## src/w6ps_pkg.sv

```systemverilog
// Shared types, constants and command/status records of the wheel-6 prime sieve.
package w6ps_pkg;

  localparam int unsigned MAX_BYTES_DEF = 1024;

  localparam int unsigned CFG_W     = 11;
  localparam int unsigned NUM_W     = 16;
  localparam int unsigned LIM_W     = 16;
  localparam int unsigned P_W       = 9;
  localparam int unsigned PQ_W      = 6;
  localparam int unsigned PQ2_W     = 12;
  localparam int unsigned PSQ_W     = 18;
  localparam int unsigned M_W       = 17;
  localparam int unsigned MQ_W      = 14;
  localparam int unsigned RES_W     = 3;
  localparam int unsigned PROD_W    = 32;
  localparam int unsigned DIV6_SHIFT = 18;

  localparam logic [CFG_W-1:0] CFG_RESET   = 11'd16;
  localparam logic [NUM_W-1:0] DIV6_RECIP  = 16'd43691;
  localparam logic [5:0]       BYTE_SPAN   = 6'd48;
  localparam logic [2:0]       WHEEL       = 3'd6;
  localparam logic [P_W-1:0]   P_FIRST     = 9'd5;
  localparam logic [RES_W-1:0] RES_ONE     = 3'd1;
  localparam logic [RES_W-1:0] RES_FIVE    = 3'd5;
  localparam logic [NUM_W-1:0] NUM_TWO     = 16'd2;
  localparam logic [NUM_W-1:0] NUM_THREE   = 16'd3;

  localparam logic OP_BUILD = 1'b0;
  localparam logic OP_QUERY = 1'b1;

  typedef struct packed {
    logic             opcode;
    logic [NUM_W-1:0] query_number;
  } req_t;

  typedef struct packed {
    logic prime_flag;
    logic out_of_range;
    logic build_done;
  } rsp_t;

  typedef struct packed {
    logic accept;
    logic build_start;
    logic clear_wr;
    logic p_init;
    logic p_rd;
    logic p_next;
    logic m_init;
    logic m_mark;
    logic q_rd;
    logic load_out;
    logic out_build;
  } cmd_t;

  typedef struct packed {
    logic clear_done;
    logic p_over;
    logic p_prime;
    logic m_over;
  } sts_t;

endpackage

```

## src/w6ps_ctrl.sv

```systemverilog
// Sieve controller: sequences clearing, candidate walk, marking and queries.
module w6ps_ctrl (
  input  logic           clk_i,
  input  logic           rst_ni,
  input  logic           req_valid_i,
  input  logic           req_opcode_i,
  output logic           req_ready_o,
  input  logic           rsp_ready_i,
  output logic           rsp_valid_o,
  input  w6ps_pkg::sts_t sts_i,
  output w6ps_pkg::cmd_t cmd_o
);

  typedef enum logic [3:0] {
    ST_IDLE,
    ST_CLEAR,
    ST_P_WAIT,
    ST_P_CHK,
    ST_P_RD,
    ST_MARK,
    ST_Q_DIV,
    ST_Q_RD,
    ST_FIN
  } state_e;

  state_e state_q, state_d;
  logic   out_valid_q, out_valid_d;
  logic   out_build_q, out_build_d;

  always_comb begin
    cmd_o       = '0;
    state_d     = state_q;
    out_build_d = out_build_q;
    out_valid_d = out_valid_q && !rsp_ready_i;
    case (state_q)
      ST_IDLE: begin
        if (req_valid_i) begin
          cmd_o.accept = 1'b1;
          if (req_opcode_i == w6ps_pkg::OP_BUILD) begin
            cmd_o.build_start = 1'b1;
            out_build_d       = 1'b1;
            state_d           = ST_CLEAR;
          end else begin
            out_build_d = 1'b0;
            state_d     = ST_Q_DIV;
          end
        end
      end
      ST_CLEAR: begin
        if (sts_i.clear_done) begin
          cmd_o.p_init = 1'b1;
          state_d      = ST_P_WAIT;
        end else begin
          cmd_o.clear_wr = 1'b1;
        end
      end
      ST_P_WAIT: begin
        state_d = ST_P_CHK;
      end
      ST_P_CHK: begin
        if (sts_i.p_over) begin
          state_d = ST_FIN;
        end else begin
          cmd_o.p_rd = 1'b1;
          state_d    = ST_P_RD;
        end
      end
      ST_P_RD: begin
        if (sts_i.p_prime) begin
          cmd_o.m_init = 1'b1;
          state_d      = ST_MARK;
        end else begin
          cmd_o.p_next = 1'b1;
          state_d      = ST_P_WAIT;
        end
      end
      ST_MARK: begin
        if (sts_i.m_over) begin
          cmd_o.p_next = 1'b1;
          state_d      = ST_P_WAIT;
        end else begin
          cmd_o.m_mark = 1'b1;
        end
      end
      ST_Q_DIV: begin
        state_d = ST_Q_RD;
      end
      ST_Q_RD: begin
        cmd_o.q_rd = 1'b1;
        state_d    = ST_FIN;
      end
      ST_FIN: begin
        if (!out_valid_q || rsp_ready_i) begin
          cmd_o.load_out  = 1'b1;
          cmd_o.out_build = out_build_q;
          out_valid_d     = 1'b1;
          state_d         = ST_IDLE;
        end
      end
      default: begin
        state_d = ST_IDLE;
      end
    endcase
  end

  always_ff @(posedge clk_i or negedge rst_ni) begin
    if (!rst_ni) begin
      state_q     <= ST_IDLE;
      out_valid_q <= 1'b0;
      out_build_q <= 1'b0;
    end else begin
      state_q     <= state_d;
      out_valid_q <= out_valid_d;
      out_build_q <= out_build_d;
    end
  end

  assign req_ready_o = (state_q == ST_IDLE);
  assign rsp_valid_o = out_valid_q;

endmodule

```

## config.mk

```make
export PLATFORM = sky130hd
export DESIGN_NAME = w6ps_ctrl
export DESIGN_NICKNAME = d
export VERILOG_FILES = /design/src/w6ps_pkg.sv /design/src/w6ps_ctrl.sv
export SDC_FILE = /design/constraint.sdc
export NUM_CORES = 1
export LEC_CHECK = 0
export BUFFER_PORTS_ARGS = -buffer_cell sky130_fd_sc_hd__buf_2
export CAP_MARGIN = 20
export CORE_AREA = 2 2 39 41
export DETAILED_ROUTE_END_ITERATION = 10
export DIE_AREA = 0 0 41 43
export GPL_ROUTABILITY_DRIVEN = 0
export GPL_TIMING_DRIVEN = 0
export HOLD_SLACK_MARGIN = 0.1
export SETUP_SLACK_MARGIN = 0.1
export SLEW_MARGIN = 5
export SYNTH_ARGS = -nofsm -noshare
export SYNTH_HDL_FRONTEND = slang
export SYNTH_SLANG_ARGS = --single-unit
```

## constraint.sdc

```tcl
create_clock -name clk_i -period 3 [get_ports clk_i]
set_input_delay 0.6 -clock clk_i [delete_from_list [all_inputs] [get_ports clk_i]]
set_output_delay 0.6 -clock clk_i [all_outputs]
set_load 0.01 [all_outputs]
```

==> run summary, run 1 <==
Cell type with the largest total area after synthesis: dfrtp_1
Fin nets: 86
Hold WC Path Type: primary input to asynchronous set/reset pin
Non-Filler Instances: 91
Max clock buf depth: 2
Remaining DRCs: 0
Largest cells by area after synthesis: dfrtp_1 33%, buf_6 7.3%, nor4_4 4.6%
Setup CP Type: flip-flop to output pin
Number of max-cap violations: 0
Layout cells sized above 1: 0.480
Area growth from synthesis to layout: 32.0%
RSZ-0062 raised after global routing: no
Outcome: complete, no violations
Post-CTS setup repair buffer count: 0
FP Rows: 14
First-pass GRT wire length: 1.64 mm
Final Routed Wirelength: 1.03 mm
Total GRT Usage: 0.140
Slew Limit Fails: 0
Number of synthesized flops with an enable pin: 0
Clock sink count: 6
Pre-Repair DR Iteration Count: 2
FFs w/ async S/R, synth: 1.00
Period utilisation layout: 0.715
VDD IR max: 389 uV
CTS clk-pin slew, worst paths: 0.04 ns
Total gr overflow: 0
CTS tree: yes
Worst Path Required: 2.40 ns
Worst-skew pair later-pin latency: 0.24 ns
DIE AREA: 0.00176 mm^2
Main synth FF type: dfrtp_1
Die X: 41 um
Cell with the most instances after synthesis: dfrtp_1
Max Freq: 0.466 GHz
Cells after synthesis: 51
Drt wl/cell: 11.3 um
Setup-failing EPs final: 0
Clk_skew: 0.00194 ns
Netlist Area Pre-Place: 462 um^2
Initial DRC Count: 2
Seq/Total Area, Yosys: 0.325
Port Buffers: 21
H-tree Lvls: 1
Fin crit period: 2.14 ns
Startpoint types: flip-flop
Setup_tns: 0 ns
Syn Area/Cell: 9.05 um^2
Vias per std cell: 4.98
Worst-Margin Slew: 0.276 ns
Power Dens Cells: 885 mW/mm^2
Cts bufs inserted: 3
Root Driver: clkbuf_4
Worst slew margin: 0.815
Resize count post-CTS: 0
Hold_buf cts: 0
ANT cells: 0
Initial Util: 0.334
Post-synth top area share: 0.325
Final Hold Fails: 0
Unique masters post-synth: 29
Vias: 453
Num ports: 22
Die Span Y: 43 um
Core ar.: 0.00138 mm^2
Placed insts: 88
Max FO, Critical Path: 9
Setup crit end kind: output pin
Synthesis warning total: 0
Initial antenna violation count: 0
Synth Register Bits: 6
Vias in the first global route: 410
Leak: 0.324 nW
Detailed Place HPWL: 797 um
Mapped Nets: 60
Synth cell count leaders: 6 x dfrtp_1, 5 x nor2_1, 4 x nand2_1
Antenna viol nets, final: 0
Worst path arrival time: 1.54 ns
Largest net degree at the start of global routing: 11
[metrics by stage]
step / utilization / hold slack, ns / total power, W / setup WS, ns / area [um^2]
after CTS: 0.440 / 0.166 / 0.000547 / 0.830 / 609
after floorplan: - / 0.304 / 0.000391 / 1.17 / 462
final: 0.440 / 0.176 / 0.000540 / 0.855 / 609
after global placement: 0.424 / 0.428 / 0.000469 / 1.12 / 587
after global routing: 0.440 / 0.166 / 0.000590 / 0.720 / 609
after detailed placement: 0.424 / 0.427 / 0.000470 / 1.11 / 587
[layout make-up]
class | instances | area [um^2]
Sequential cell | 6 | 150
Inverter | 3 | 11.3
Multi-Input combinational cell | 38 | 262
Fill cell | 140 | 774
Tap cell | 16 | 20.0
Clock buffer | 3 | 22.5
Buffer | 4 | 38.8
Timing Repair Buffer | 21 | 105
[kinds of logic after synthesis]
kind of cell,count (synthesis),share of synthesized area
and+or+nand+nor,26,0.363
DFF,6,0.325
muxes,1,0.0217
AOI/OAI and AO/OA,11,0.182
buffers and inverters,7,0.108
[final timing paths]
kind	from	endpoint	slack, ns	cells past startpoint
hold / removal	rst_ni	state_q[1]	0.18	1
setup reg to reg	state_q[1]	state_q[2]	1.69	5
min in group clk_i	out_build_q	out_build_q	0.47	1
hold reg to reg	out_build_q	out_build_q	0.47	1
max in group asynchronous	rst_ni	rsp_valid_o	2.68	1
setup / recovery	state_q[0]	cmd_o[0]	0.86	6
[power by group]
| part | switching (W) | leakage, nW | total [W] | internal, W |
|---|---|---|---|---|
| Sequential | 0.0000181 | 0.0769 | 0.000132 | 0.000114 |
| Combinational | 0.000189 | 0.233 | 0.000335 | 0.000146 |
| Clock | 0.0000270 | 0.0138 | 0.0000721 | 0.0000451 |
[state kept, by name, indices dropped and copies added, names as in the netlist]
| name | flops |
|---|---|
| rsp_valid_o | 1 |
| state_q | 4 |
| out_build_q | 1 |
[critical path: stages (launching register included)]
cell	delay (ns)
dfrtp_1	0.35
buf_2	0.18
nor2_2	0.19
nand3b_1	0.16
nor2b_1	0.17
and2_1	0.14
buf_2	0.12
[layout by cell type, fill, tap and decap left out, types with 2 or more instances in the layout]
cell type / Yosys / final
inv_1: 3 / 3
nand2b_1: 2 / 2
nor4_1: 2 / 2
nor2_2: 2 / 2
nor2b_1: 2 / 2
buf_2: 1 / 22
nand2_1: 4 / 4
nor3_1: 2 / 2
dfrtp_1: 6 / 6
clkbuf_4: 0 / 3
buf_6: 3 / 3
nor2_1: 5 / 5
a21oi_1: 2 / 2
[per-layer routing]
| metal | vias to the layer above | track usage | part of all wire |
|---|---|---|---|
| met5 | - | 0 | 0 |
| met4 | 0 | 0.120 | 0.019 |
| met3 | 2 | 0.0157 | 0.024 |
| met2 | 6 | 0.197 | 0.48 |
| met1 | 213 | 0.178 | 0.47 |
| li1 | 232 | - | - |
No activity file was read; power rests on OpenSTA's default activity.
==> run 2: changes to the inputs <==
==> constraint.sdc (replaced) <==
create_clock -name clk_i -period 2 [get_ports clk_i]
set_input_delay 0.4 -clock clk_i [delete_from_list [all_inputs] [get_ports clk_i]]
set_output_delay 0.4 -clock clk_i [all_outputs]
set_load 0.01 [all_outputs]
==> run summary, run 2 (same netlist as run 1, synthesis figures left out) <==
Outcome: complete, no violations
R2r worst-path depth: 5
Clk_skew: 0.00233 ns
Combinational power share: 0.661
Max clock buf depth: 2
Hold WC Path Type: primary input to flip-flop
Setup crit end kind: output pin
Sw frac: 0.416
Vias: 477
Total GRT Usage: 0.140
Antenna viol nets, final: 0
Worst-skew pair later-pin latency: 0.24 ns
Setup CP Type: flip-flop to output pin
FP Rows: 14
Die X: 41 um
Pint: 0.000529 W
Worst slew margin: 0.800
ANT cells: 0
Remaining DRCs: 0
First-pass GRT wire length: 1.64 mm
Worst-Margin Slew: 0.297 ns
Num ports: 22
Max Freq: 0.541 GHz
Pre-CTS setup slack: 0.308 ns
Power Dens Cells: 1340 mW/mm^2
Placed cell area: 587 um^2
Worst path arrival time: 1.45 ns
Setup-failing EPs final: 0
Total gr overflow: 0
Reg power frac: 0.220
Psw: 0.000377 W
Fin nets: 92
Vias per std cell: 4.92
CTS tree: yes
Largest register FFs: 4
Leak: 0.359 nW
Core ar.: 0.00138 mm^2
Period utilisation layout: 0.924
Non-Filler Instances: 97
Clock Power Share: 0.119
Most frequent cells in the layout: 21 x buf_2, 5 x nor2_1, 5 x dfrtp_1, 5 x buf_4
Initial Util: 0.334
Worst R2R End: state_q[2]
Reg with most FFs: state_q
Worst setup margin: 0.151 ns
Hold Crit Start: sts_i[2]
Cts bufs inserted: 3
Final Routed Wirelength: 1.09 mm
Setup_tns: 0 ns
Drt wl/cell: 11.3 um
Slew Limit Fails: 0
Most common cell after layout, fill and taps aside: buf_2
Initial DRC Count: 1
Largest net degree at the start of global routing: 11
H-tree Lvls: 1
Port Buffers: 21
Detailed Place HPWL: 797 um
DIE AREA: 0.00176 mm^2
Placed insts: 88
Startpoint types: flip-flop
VDD IR max: 600 uV
Fin crit period: 1.85 ns
Initial antenna violation count: 0
Clock sink count: 6
Final Hold Fails: 0
Worst Path Required: 1.60 ns
Pre-Repair DR Iteration Count: 2
Worst R2R Start: state_q[2]
Die Span Y: 43 um
Layout cells sized above 1: 0.543
Area growth from synthesis to layout: 46.9%
Fin area: 678 um^2
RSZ-0062 raised after global routing: yes
R2R Setup Slk: 0.67 ns
Root Driver: clkbuf_4
Hold depth: 3
Max FO, Critical Path: 8
Vias in the first global route: 411
End of the worst hold path: state_q[3]
Number of max-cap violations: 0
CTS clk-pin slew, worst paths: 0.05 ns
[run 2: worst max-delay path by stage]
| stage | from | to | slack (ns) | depth (start not counted) |
|---|---|---|---|---|
| final | state_q[2] | cmd_o[6] | 0.15 | 4 |
| after global routing | state_q[2] | cmd_o[0] | 0.04 | 5 |
| after CTS | state_q[2] | cmd_o[0] | 0.11 | 5 |
| after detailed placement | state_q[0] | cmd_o[0] | 0.31 | 6 |
| after global placement | state_q[0] | cmd_o[0] | 0.33 | 6 |
| after floorplan | state_q[0] | cmd_o[0] | 0.37 | 5 |
[run 2: metrics by stage]
step	total power (W)	util	hold slack, ns
after CTS	0.000842	0.454	0.460
after global placement	0.000703	0.424	0.228
after detailed placement	0.000705	0.424	0.227
after floorplan	0.000586	-	0.104
after global routing	0.000985	0.490	0.501
final	0.000906	0.490	0.464
[run 2: routing by layer]
metal | global-route usage | vias up | routed length (um)
met5 | 0 | - | 0
met2 | 0.197 | 6 | 551
met3 | 0.0157 | 2 | 25
met1 | 0.178 | 226 | 496
li1 | - | 243 | -
met4 | 0.120 | 0 | 19
[run 2: repair_timing]
item / in CTS / in global routing
setup buffers: 0 / 5
hold buffers: 1 / 0
endpoints found under the hold margin: 6 / 0
setup endpoints to repair: 1 / 2
pin swaps: 2 / 3
gates resized for setup: 3 / 3
[run 2: power by group through the flow]
stage / Clock [W] / Combinational (W) / Sequential, W
after floorplan: 0 / 0.000388 / 0.000198
after global placement: 0 / 0.000503 / 0.000199
final: 0.000108 / 0.000599 / 0.000199
after CTS: 0.000115 / 0.000526 / 0.000200
after detailed placement: 0 / 0.000505 / 0.000200
after global routing: 0.000122 / 0.000658 / 0.000205
[run 2: critical path, cell delays in order (launching register included)]
cell and delay (ns):
dfrtp_2 0.42, buf_6 0.14, buf_4 0.13, nor4_2 0.32
buf_2 0.19
[run 2: final cells by class]
cell class | count | area [um^2]
Tap cell | 16 | 20.0
Clock buffer | 3 | 22.5
Timing Repair Buffer | 27 | 153
Fill cell | 135 | 706
Multi-Input combinational cell | 38 | 275
Sequential cell | 6 | 151
Buffer | 4 | 45.0
Inverter | 3 | 11.3
==> run 3: changes to the inputs <==
--- a/config.mk
+++ b/config.mk
@@ -7,9 +7,9 @@
 export LEC_CHECK = 0
 export BUFFER_PORTS_ARGS = -buffer_cell sky130_fd_sc_hd__buf_2
 export CAP_MARGIN = 20
-export CORE_AREA = 2 2 39 41
+export CORE_AREA = 2 2 43 45
 export DETAILED_ROUTE_END_ITERATION = 10
-export DIE_AREA = 0 0 41 43
+export DIE_AREA = 0 0 45 47
 export GPL_ROUTABILITY_DRIVEN = 0
 export GPL_TIMING_DRIVEN = 0
 export HOLD_SLACK_MARGIN = 0.1
==> run summary, run 3 (same netlist as run 1, synthesis figures left out) <==
Utilization after layout: 0.395
Setup crit end kind: output pin
CTS tree: yes
Antenna viol nets, final: 0
Grt met1 use: 0.159
Worst R2R Start: state_q[1]
H-tree Lvls: 1
Met2 Resource Use GR: 0.180
Remaining DRCs: 0
Worst slew margin: 0.841
Slew Limit Fails: 0
Total gr overflow: 0
Vias in the first global route: 415
Worst Path Required: 1.60 ns
Slowest stage delay, CP: 0.44 ns
Initial Util: 0.280
VDD IR max: 490 uV
FP Rows: 15
Worst-skew pair later-pin latency: 0.24 ns
Crit path max-delay family: simple AND/OR/NAND/NOR gates
Max FO, Critical Path: 10
Worst-Margin Slew: 0.232 ns
WP buf/inv: 2
Pre-Repair DR Iteration Count: 4
Max Freq: 0.538 GHz
Setup_tns: 0 ns
Most common cell after layout, fill and taps aside: buf_2
Fin crit period: 1.86 ns
Vias: 469
Period utilisation layout: 0.929
Final Routed Wirelength: 1.12 mm
Layout cells sized above 1: 0.526
Number of max-cap violations: 0
Worst setup margin: 0.143 ns
Power Dens Cells: 1350 mW/mm^2
Hold Crit Start: rsp_ready_i
Largest net degree at the start of global routing: 11
Crit path max-delay cell type: dfrtp_2
Clock sink count: 6
Reg with most FFs: state_q
Setup CP Type: flip-flop to output pin
Largest register FFs: 4
GRT Max-Usage Layer: met2
Worst Setup SP: state_q[2]
First-pass GRT wire length: 1.84 mm
Clk_skew: 0.00384 ns
Hold WC Path Type: primary input to flip-flop
Pre-CTS setup slack: 0.302 ns
RSZ-0062 raised after global routing: yes
Most frequent cells in the layout: 21 x buf_2, 5 x nor2_1, 5 x dfrtp_1
Vias per std cell: 4.94
Fin nets: 89
Drt wl/cell: 11.7 um
DIE AREA: 0.00212 mm^2
Area growth from synthesis to layout: 41.5%
Worst path arrival time: 1.46 ns
Root Driver: clkbuf_4
Total GRT Usage: 0.120
Leak: 0.341 nW
Initial DRC Count: 11
Fill count: 190
ANT cells: 0
Port Buffers: 21
Crit path cell chain: buf_6 > nand3b_1 > nor2b_1 > and2_1 > buf_2
Outcome: complete, no violations
Setup-failing EPs final: 0
CTS clk-pin slew, worst paths: 0.05 ns
Initial antenna violation count: 0
Die X: 45 um
Core ar.: 0.00165 mm^2
Final Hold Fails: 0
Max clock buf depth: 2
Startpoint types: flip-flop
Die Span Y: 47 um
Num ports: 22
GR Layer Usage met3: 0.0269
Cts bufs inserted: 3
Detailed Place HPWL: 870 um
-- run 3: cell types whose count changed in the layout (fill, tap and decap cells not counted), sizes merged --
cell / change
buf: -3
-- run 3: layout make-up --
cell class	count	area [um^2]	share of cell area
Inverter	3	11.3	0.0172
Multi-Input combinational cell	38	275	0.421
Clock buffer	3	22.5	0.0345
Tap cell	17	21.3	0.0326
Sequential cell	6	151	0.232
Timing Repair Buffer	24	130	0.199
Buffer	4	41.3	0.0632
-- run 3: worst min-delay path, delay by kind of cell --
family / cells / cell delay, ns
simple gates: 2 / 0.19
buf+inv: 1 / 0.07
-- run 3: per-stage QoR --
stage	hold slack, ns	cell area, um^2	power (W)	std cells
after floorplan	0.104	462	0.000586	51
after CTS	0.461	628	0.000842	93
after detailed placement	0.228	588	0.000709	89
after global routing	0.486	653	0.000963	95
after global placement	0.228	588	0.000700	89
final	0.459	653	0.000882	95
-- run 3: layer usage --
layer	up-vias	wire length, um
met5	-	0
met1	219	487
li1	239	-
met4	0	0
met3	0	53
met2	11	574
-- run 3: path summary, 6_finish.rpt --
kind,end,slack (ns),cells past startpoint
worst max-delay path,cmd_o[0],0.14,5
worst min-delay path,rsp_valid_o,0.46,3
worst max register to register,state_q[1],0.66,5
worst min register to register,out_build_q,0.48,1
max in group asynchronous,state_q[2],1.34,2
min in group asynchronous,state_q[1],0.51,2
-- run 3: repair_timing --
action,CTS,global route
pin swaps,1,2
endpoints found under the hold margin,6,0
buffers inserted,0,2
gates resized for setup,2,3
setup endpoints to repair,1,3
hold buffers,1,0
-- run 3: power breakdown --
| group | switching (W) | total, W | internal, W | leakage [nW] |
|---|---|---|---|---|
| clock | 0.0000429 | 0.000111 | 0.0000678 | 0.0138 |
| combinational | 0.000309 | 0.000571 | 0.000262 | 0.251 |
| sequential | 0.0000282 | 0.000201 | 0.000173 | 0.0755 |
| total | 0.000380 | 0.000882 | 0.000503 | 0.341 |
